==> config.mk <==
export PLATFORM = sky130hd
export DESIGN_NAME = min_squares_count
export DESIGN_NICKNAME = d
export VERILOG_FILES = /design/src/hdl/mscnt_pkg.sv /design/src/hdl/mscnt_ram.sv /design/src/hdl/mscnt_useq.sv /design/src/hdl/mscnt_dp.sv /design/src/hdl/min_squares_count.sv
export SDC_FILE = /design/constraint.sdc
export NUM_CORES = 2
export LEC_CHECK = 0
export ABC_AREA = 0
export BUFFER_PORTS_ARGS = -buffer_cell sky130_fd_sc_hd__buf_4
export CORE_MARGIN = 2
export CORE_UTILIZATION = 50
export DETAILED_ROUTE_END_ITERATION = 8
export PLACE_DENSITY = 0.71
export SLEW_MARGIN = 10
export SYNTH_ARGS = -nofsm -noshare
export SYNTH_HDL_FRONTEND = slang
export SYNTH_SLANG_ARGS = --single-unit
==> constraint.sdc <==
create_clock -name clk -period 118.3 [get_ports clk]
set_clock_uncertainty 0.2 [all_clocks]
set_input_delay 5.915 -clock clk [delete_from_list [all_inputs] [get_ports clk]]
set_output_delay 5.915 -clock clk [all_outputs]
set_load 0.05 [all_outputs]
==> src/hdl/mscnt_pkg.sv <==
// ----------------------------------------------------------------------------
// mscnt_pkg
// Shared types, widths and the control store of the fewest-squares sequencer.
// ----------------------------------------------------------------------------
package mscnt_pkg;

  localparam int TARGET_W    = 11;
  localparam int MIN_COUNT_W = 3;
  localparam int ENTRY_W     = 3;
  localparam int PC_W        = 4;

  localparam logic [ENTRY_W-1:0] BEST_INIT = 3'd7;

  // step addresses of the control store
  localparam logic [PC_W-1:0] STEP_IDLE  = 4'd0;
  localparam logic [PC_W-1:0] STEP_CHECK = 4'd1;
  localparam logic [PC_W-1:0] STEP_SEED  = 4'd2;
  localparam logic [PC_W-1:0] STEP_OUTER = 4'd3;
  localparam logic [PC_W-1:0] STEP_INNER = 4'd4;
  localparam logic [PC_W-1:0] STEP_WRITE = 4'd5;
  localparam logic [PC_W-1:0] STEP_READ  = 4'd6;
  localparam logic [PC_W-1:0] STEP_OUT   = 4'd7;
  localparam logic [PC_W-1:0] STEP_BAD   = 4'd8;

  typedef enum logic [2:0] {
    COND_NEVER     = 3'd0,
    COND_ALWAYS    = 3'd1,
    COND_NOSTART   = 3'd2,
    COND_BAD       = 3'd3,
    COND_SEED_MORE = 3'd4,
    COND_I_GT_T    = 3'd5,
    COND_SQ_LE_I   = 3'd6,
    COND_I_LT_T    = 3'd7
  } cond_t;

  typedef struct packed {
    cond_t           cond;
    logic [PC_W-1:0] jump;
    logic            idle;
    logic            seed_wr;
    logic            inner_init;
    logic            inner_step;
    logic            tbl_wr;
    logic            tgt_rd;
    logic            out_load;
    logic            out_zero;
  } ctrl_t;

  typedef struct packed {
    logic bad;
    logic seed_more;
    logic i_gt_t;
    logic sq_le_i;
    logic i_lt_t;
  } stat_t;

  function automatic ctrl_t ucode(input logic [PC_W-1:0] pc);
    ctrl_t cw;
    cw            = '0;
    cw.cond       = COND_NEVER;
    cw.jump       = STEP_IDLE;
    unique case (pc)
      STEP_IDLE: begin
        cw.cond = COND_NOSTART;
        cw.jump = STEP_IDLE;
        cw.idle = 1'b1;
      end
      STEP_CHECK: begin
        cw.cond = COND_BAD;
        cw.jump = STEP_BAD;
      end
      STEP_SEED: begin
        cw.cond    = COND_SEED_MORE;
        cw.jump    = STEP_SEED;
        cw.seed_wr = 1'b1;
      end
      STEP_OUTER: begin
        cw.cond       = COND_I_GT_T;
        cw.jump       = STEP_READ;
        cw.inner_init = 1'b1;
      end
      STEP_INNER: begin
        cw.cond       = COND_SQ_LE_I;
        cw.jump       = STEP_INNER;
        cw.inner_step = 1'b1;
      end
      STEP_WRITE: begin
        cw.cond       = COND_I_LT_T;
        cw.jump       = STEP_INNER;
        cw.tbl_wr     = 1'b1;
        cw.inner_init = 1'b1;
      end
      STEP_READ: begin
        cw.cond   = COND_NEVER;
        cw.tgt_rd = 1'b1;
      end
      STEP_OUT: begin
        cw.cond     = COND_ALWAYS;
        cw.jump     = STEP_IDLE;
        cw.out_load = 1'b1;
      end
      STEP_BAD: begin
        cw.cond     = COND_ALWAYS;
        cw.jump     = STEP_IDLE;
        cw.out_zero = 1'b1;
      end
      default: begin
        cw.cond = COND_ALWAYS;
        cw.jump = STEP_IDLE;
      end
    endcase
    return cw;
  endfunction

endpackage

==> src/hdl/mscnt_ram.sv <==
// ----------------------------------------------------------------------------
// mscnt_ram
// Generic single-write, single-read RAM with registered read data.
// ----------------------------------------------------------------------------
module mscnt_ram #(
  parameter int WIDTH = 3,
  parameter int DEPTH = 1025
) (
  input  logic                     clk,
  input  logic                     we,
  input  logic [$clog2(DEPTH)-1:0] waddr,
  input  logic [WIDTH-1:0]         wdata,
  input  logic [$clog2(DEPTH)-1:0] raddr,
  output logic [WIDTH-1:0]         rdata
);

  logic [WIDTH-1:0] mem [DEPTH];
  logic [WIDTH-1:0] rdata_r;

  always_ff @(posedge clk) begin
    if (we) begin
      mem[waddr] <= wdata;
    end
    rdata_r <= mem[raddr];
  end

  assign rdata = rdata_r;

endmodule

==> src/hdl/mscnt_useq.sv <==
// ----------------------------------------------------------------------------
// mscnt_useq
// Step counter and control store; one control word per step, with
// conditional jumps on datapath status.
// ----------------------------------------------------------------------------
module mscnt_useq import mscnt_pkg::*; (
  input  logic  clk,
  input  logic  rst_n,
  input  logic  start,
  input  stat_t stat,
  output ctrl_t ctrl
);

  logic [PC_W-1:0] pc_r;
  logic [PC_W-1:0] pc_nxt;
  ctrl_t           cw;
  logic            take;

  always_comb begin
    cw = ucode(pc_r);
    unique case (cw.cond)
      COND_NEVER:     take = 1'b0;
      COND_ALWAYS:    take = 1'b1;
      COND_NOSTART:   take = !start;
      COND_BAD:       take = stat.bad;
      COND_SEED_MORE: take = stat.seed_more;
      COND_I_GT_T:    take = stat.i_gt_t;
      COND_SQ_LE_I:   take = stat.sq_le_i;
      COND_I_LT_T:    take = stat.i_lt_t;
      default:        take = 1'b1;
    endcase
    pc_nxt = take ? cw.jump : pc_r + PC_W'(1);
  end

  always_ff @(posedge clk) begin
    if (!rst_n) begin
      pc_r <= STEP_IDLE;
    end else begin
      pc_r <= pc_nxt;
    end
  end

  assign ctrl = cw;

endmodule

==> src/hdl/mscnt_dp.sv <==
// ----------------------------------------------------------------------------
// mscnt_dp
// Datapath: entry index, incremental square, running minimum, scratch table
// and result register.
// ----------------------------------------------------------------------------
module mscnt_dp import mscnt_pkg::*; #(
  parameter int MAX_N = 1024
) (
  input  logic                   clk,
  input  logic                   rst_n,
  input  logic                   start,
  input  logic [TARGET_W-1:0]    in_target,
  input  ctrl_t                  ctrl,
  output stat_t                  stat,
  output logic                   out_valid,
  output logic [MIN_COUNT_W-1:0] out_min_count
);

  localparam int AW = $clog2(MAX_N + 1);
  localparam int WW = AW + 1;
  localparam int CW = (WW > TARGET_W) ? WW : TARGET_W;

  logic [TARGET_W-1:0]    target_r, target_nxt;
  logic [WW-1:0]          i_r, i_nxt;
  logic [WW-1:0]          sq_r, sq_nxt;
  logic [WW-1:0]          x_r, x_nxt;
  logic [ENTRY_W-1:0]     best_r, best_nxt;
  logic                   pend_r, pend_nxt;
  logic                   out_valid_r, out_valid_nxt;
  logic [MIN_COUNT_W-1:0] out_min_count_r, out_min_count_nxt;

  logic                   we;
  logic [AW-1:0]          waddr;
  logic [ENTRY_W-1:0]     wdata;
  logic [AW-1:0]          raddr;
  logic [ENTRY_W-1:0]     rdata;
  logic [ENTRY_W:0]       cand;
  logic                   step_go;
  logic [CW-1:0]          tgt_c;
  logic [CW-1:0]          i_c;

  mscnt_ram #(
    .WIDTH (ENTRY_W),
    .DEPTH (MAX_N + 1)
  ) u_tbl (
    .clk   (clk),
    .we    (we),
    .waddr (waddr),
    .wdata (wdata),
    .raddr (raddr),
    .rdata (rdata)
  );

  always_comb begin
    tgt_c          = CW'(target_r);
    i_c            = CW'(i_r);
    stat.bad       = (target_r == '0) || (tgt_c > CW'(MAX_N));
    stat.seed_more = (i_r != WW'(3));
    stat.i_gt_t    = (i_c > tgt_c);
    stat.i_lt_t    = (i_c < tgt_c);
    stat.sq_le_i   = (sq_r <= i_r);
  end

  always_comb begin
    target_nxt        = target_r;
    i_nxt             = i_r;
    sq_nxt            = sq_r;
    x_nxt             = x_r;
    best_nxt          = best_r;
    out_min_count_nxt = out_min_count_r;
    we                = 1'b0;
    waddr             = AW'(i_r);
    wdata             = best_r;
    step_go           = ctrl.inner_step && stat.sq_le_i;
    raddr             = ctrl.tgt_rd ? AW'(target_r) : AW'(i_r - sq_r);
    cand              = {1'b0, rdata} + (ENTRY_W + 1)'(1);

    if (ctrl.idle && start) begin
      target_nxt = in_target;
      i_nxt      = '0;
    end
    if (ctrl.seed_wr) begin
      we    = 1'b1;
      wdata = i_r[ENTRY_W-1:0];
      i_nxt = i_r + WW'(1);
    end
    if (ctrl.tbl_wr) begin
      we    = 1'b1;
      i_nxt = i_r + WW'(1);
    end
    if (ctrl.inner_init) begin
      x_nxt    = WW'(1);
      sq_nxt   = WW'(1);
      best_nxt = BEST_INIT;
    end
    // (x+1)^2 = x^2 + 2x + 1
    if (step_go) begin
      sq_nxt = sq_r + {x_r[WW-2:0], 1'b1};
      x_nxt  = x_r + WW'(1);
    end
    if (pend_r && (cand < {1'b0, best_r})) begin
      best_nxt = cand[ENTRY_W-1:0];
    end

    pend_nxt      = step_go;
    out_valid_nxt = ctrl.out_load || ctrl.out_zero;
    if (ctrl.out_load) begin
      out_min_count_nxt = rdata;
    end else if (ctrl.out_zero) begin
      out_min_count_nxt = '0;
    end
  end

  always_ff @(posedge clk) begin
    if (!rst_n) begin
      pend_r      <= 1'b0;
      out_valid_r <= 1'b0;
    end else begin
      pend_r      <= pend_nxt;
      out_valid_r <= out_valid_nxt;
    end
  end

  always_ff @(posedge clk) begin
    target_r        <= target_nxt;
    i_r             <= i_nxt;
    sq_r            <= sq_nxt;
    x_r             <= x_nxt;
    best_r          <= best_nxt;
    out_min_count_r <= out_min_count_nxt;
  end

  assign out_valid     = out_valid_r;
  assign out_min_count = out_min_count_r;

endmodule

==> src/hdl/min_squares_count.sv <==
// ----------------------------------------------------------------------------
// min_squares_count
// Fewest perfect squares that sum to a target, by a bottom-up table fill.
// ----------------------------------------------------------------------------
// An item is taken when start is high and busy is low; busy then stays high
// until the item's single result has been produced. The result is shown on
// out_min_count for one cycle with out_valid, and the receiver cannot stall
// it. A target of zero or above MAX_N gives 0. Otherwise each table entry
// i from 4 to the target is filled by trying each square not above i in
// turn, because the scratch table has one read port and is read once per
// cycle; entries 0 to 3 are seeded first, and the result is read last.
module min_squares_count import mscnt_pkg::*; #(
  parameter int MAX_N = 1024
) (
  input  logic                   clk,
  input  logic                   rst_n,
  input  logic                   start,
  output logic                   busy,
  input  logic [TARGET_W-1:0]    in_target,
  output logic                   out_valid,
  output logic [MIN_COUNT_W-1:0] out_min_count
);

  ctrl_t ctrl;
  stat_t stat;

  mscnt_useq u_useq (
    .clk   (clk),
    .rst_n (rst_n),
    .start (start),
    .stat  (stat),
    .ctrl  (ctrl)
  );

  mscnt_dp #(
    .MAX_N (MAX_N)
  ) u_dp (
    .clk           (clk),
    .rst_n         (rst_n),
    .start         (start),
    .in_target     (in_target),
    .ctrl          (ctrl),
    .stat          (stat),
    .out_valid     (out_valid),
    .out_min_count (out_min_count)
  );

  assign busy = !ctrl.idle;

endmodule

==> flow_metrics.env <==
export IMPL_clock_fmax_mhz=120
export IMPL_netlist_area_leader_share=0.728
export IMPL_die_area_um2=262000
export IMPL_wirelength_mm=387
export IMPL_multiInputGateArea_um2=32100
export IMPL_core_um2=257000
export IMPL_cts_repair_resized=0
export IMPL_vdd_drop_max_uv=37.6
export IMPL_setup_viol=0
export IMPL_area_growth_pct=10.5
export IMPL_portBuffers=18
export IMPL_synth_edff_count=3127
export IMPL_r2r_setup_slack_ns=109.94
export IMPL_syn_mean_instance_area_um2=13.8
export IMPL_drtIter0Drc=13900
export IMPL_via_count=83400
export IMPL_hold_class="reg -> reg"
export IMPL_slew_viol_final=0
export IMPL_die_h_um=512
export IMPL_ioPinCount=19
export IMPL_clk_latency_ns=0.97
export IMPL_worstPathArrival_ns=8.96
export IMPL_fin_ws_ns=109.94
export IMPL_place_hpwl_mm=209
export IMPL_p_leak_nw=45.7
export IMPL_p_sw_frac=0.397
export IMPL_seq_power_share=0.353
export IMPL_dieWidth_um=512
export IMPL_seqCellArea_um2=94100
export IMPL_start_util=0.502
export IMPL_viasPerCell=6.49
export IMPL_synthTopCellsByArea="edfxtp_1, nand2_1, mux4_2"
export IMPL_syn_area_um2=129000
export IMPL_antenna_left=0
export IMPL_overflow=0
export IMPL_path_class="reg -> reg"
export IMPL_critPathLaunchType="register"
export IMPL_first_global_vias=80100
export IMPL_yosysSeqAreaShare=0.729
export IMPL_yosysTopAreaCell="edfxtp_1"
export IMPL_wl_per_cell_um=30.1
export IMPL_gp_congestion=0.890
export IMPL_ys_types=84
export IMPL_final_period_utilization=0.0707
export IMPL_yosys_top_cells_count="edfxtp_1, nand2_1, nand3_1"
export IMPL_p_total_mw=3.76
export IMPL_p_per_area_nw_per_um2=26.4
export IMPL_syn_nets=9434
export IMPL_cts_tree="done"
export IMPL_met1Wirelength_mm=135
export IMPL_worstPathMaxFanout=58
export IMPL_synthFlopType="edfxtp_1"
export IMPL_nFillCells=19900
export IMPL_hold_buffers=0
export IMPL_met2_length_mm=175
export IMPL_highest_signal_layer="met5"
export IMPL_yosysWarnings=0
export IMPL_async_reset_ff_frac=0
export IMPL_drive_above_1_share=0.110
export IMPL_clockPowerShare=0.261
export IMPL_yosysMostFrequentCell="edfxtp_1"
export IMPL_critical_path_endpoint_type="register"
export IMPL_clk_pin_slew_worst_paths_ns=0.06
export IMPL_hold_slack_ns=0.298
export IMPL_synth_cells=9363
export IMPL_grt_max_degree=234
export IMPL_status="finished, final reports clean"
export IMPL_post_cts_setup_buffers=0
export IMPL_firstDrtPassIters=8
export IMPL_drv_cap=0
export IMPL_p_sw_mw=1.50
export IMPL_final_net_count=9282
export IMPL_grt_usage=0.291
export IMPL_relSlewSlack=0.0490
export IMPL_htreeDepth=5
export IMPL_period_minus_slack_ns=8.36
export IMPL_rows=186
export IMPL_grt_pass1_wl_mm=556
export IMPL_p_comb_frac=0.385
export IMPL_antenna_found_initial=22
export IMPL_hold_violations=0
export IMPL_cts_sinks=3136
export IMPL_tns_ns=0
export IMPL_dr_wl_met3_mm=55.5
export IMPL_p_int_mw=2.27
export IMPL_ys_ff_latch=3136
export IMPL_drc=0
export IMPL_dpl_worst_slack_ns=109.98
export IMPL_clock_root_buffer="clkbuf_16"
export IMPL_utilization=0.555
export IMPL_numCtsBuffers=322
export IMPL_clockBufferDepth=4
export IMPL_rsz0062_at_grt="false"
export IMPL_worstPathRequired_ns=118.89
export IMPL_worstMarginPinSlew_ns=1.41
state kept, by name, indices dropped and copies added, names as in the netlist:
register	count
u_dp.out_min_count	3
u_dp.target_r	11
u_dp.i_c	12
u_useq.pc_r	4
u_dp.pend_r	1
u_dp.u_tbl.rdata	3
u_dp.out_valid	1
u_dp.best_r	3
u_dp.x_r	11
u_dp.u_tbl.mem	3075
u_dp.sq_r	12
power by group through the flow:
stage	combinational, mW	clock, mW	sequential, mW
detailed placement	1.40	0	1.35
global route	1.50	1.03	1.33
finish	1.45	0.983	1.33
global placement	1.38	0	1.35
CTS	1.41	0.986	1.33
floorplan	0.824	0	1.65
critical path: stages, from the launching register on:
cell,delay (ns)
dfxtp_1,0.38
inv_1,0.11
ha_1,0.33
nand3b_2,0.66
a21o_4,0.68
buf_4,0.70
buf_4,0.65
buf_4,0.67
buf_4,0.77
mux4_2,0.62
a22oi_1,0.20
nand3_1,0.15
a21oi_1,0.58
or4_1,0.24
o211ai_1,0.10
o41ai_1,0.90
nor2_1,0.11
layer usage:
metal / up-vias / track usage
met1: 41400 / 0.383
met2: 6468 / 0.434
met3: 1092 / 0.0880
met5: - / 0
li1: 34400 / -
met4: 8 / 0.158
layout make-up:
| cell class | count | area share |
|---|---|---|
| Antenna cell | 23 | 0.000404 |
| Clock buffer | 402 | 0.0596 |
| Clock inverter | 148 | 0.0103 |
| Inverter | 49 | 0.00129 |
| Multi-Input combinational cell | 5484 | 0.225 |
| Sequential cell | 3136 | 0.660 |
| Tap cell | 3384 | 0.0297 |
| Timing Repair Buffer | 218 | 0.0130 |
cells in the final DEF, fill, tap and decap left out, types with 33 or more instances in the layout:
cell       netlist  routed
buf_4           56     201
and3_1          55      55
mux2i_1         63      63
mux4_2         311     311
nand2_1       1916    1887
a21oi_1        149     145
a32oi_1         35      35
inv_1           49      49
clkinv_2         0      44
edfxtp_1      3127    3127
nor2_1        1099    1095
a31oi_1         51      51
clkinv_1         0      54
clkbuf_1       313      71
nor3_1          41      33
a22oi_1        107     107
o21ai_0         38      33
nand4_1         81      81
clkbuf_16        0     326
nand3_1       1147    1139
ha_1            55      55
logic make-up after synthesis:
kind of cell    synth area share
fa+ha+maj                0.00565
flops                      0.729
xor+xnor                 0.00237
simple gates               0.145
buf+inv                   0.0262
compound gates            0.0317
mux                       0.0594
through the flow:
step / cells / area [µm²]
final: 12800 / 142000
after global routing: 12800 / 142000
after CTS: 12800 / 142000
after detailed placement: 12300 / 132000
after global placement: 12300 / 132000
after floorplan: 9363 / 129000
worst paths after layout:
check,startpoint,to,depth (start not counted)
max,u_useq.pc_r[0],u_dp.u_tbl.rdata[0],16
min,u_useq.pc_r[0],u_useq.pc_r[0],1
max reg2reg,u_useq.pc_r[0],u_dp.u_tbl.rdata[0],16
min reg2reg,u_useq.pc_r[0],u_useq.pc_r[0],1
No activity file was read; power rests on OpenSTA's default activity.
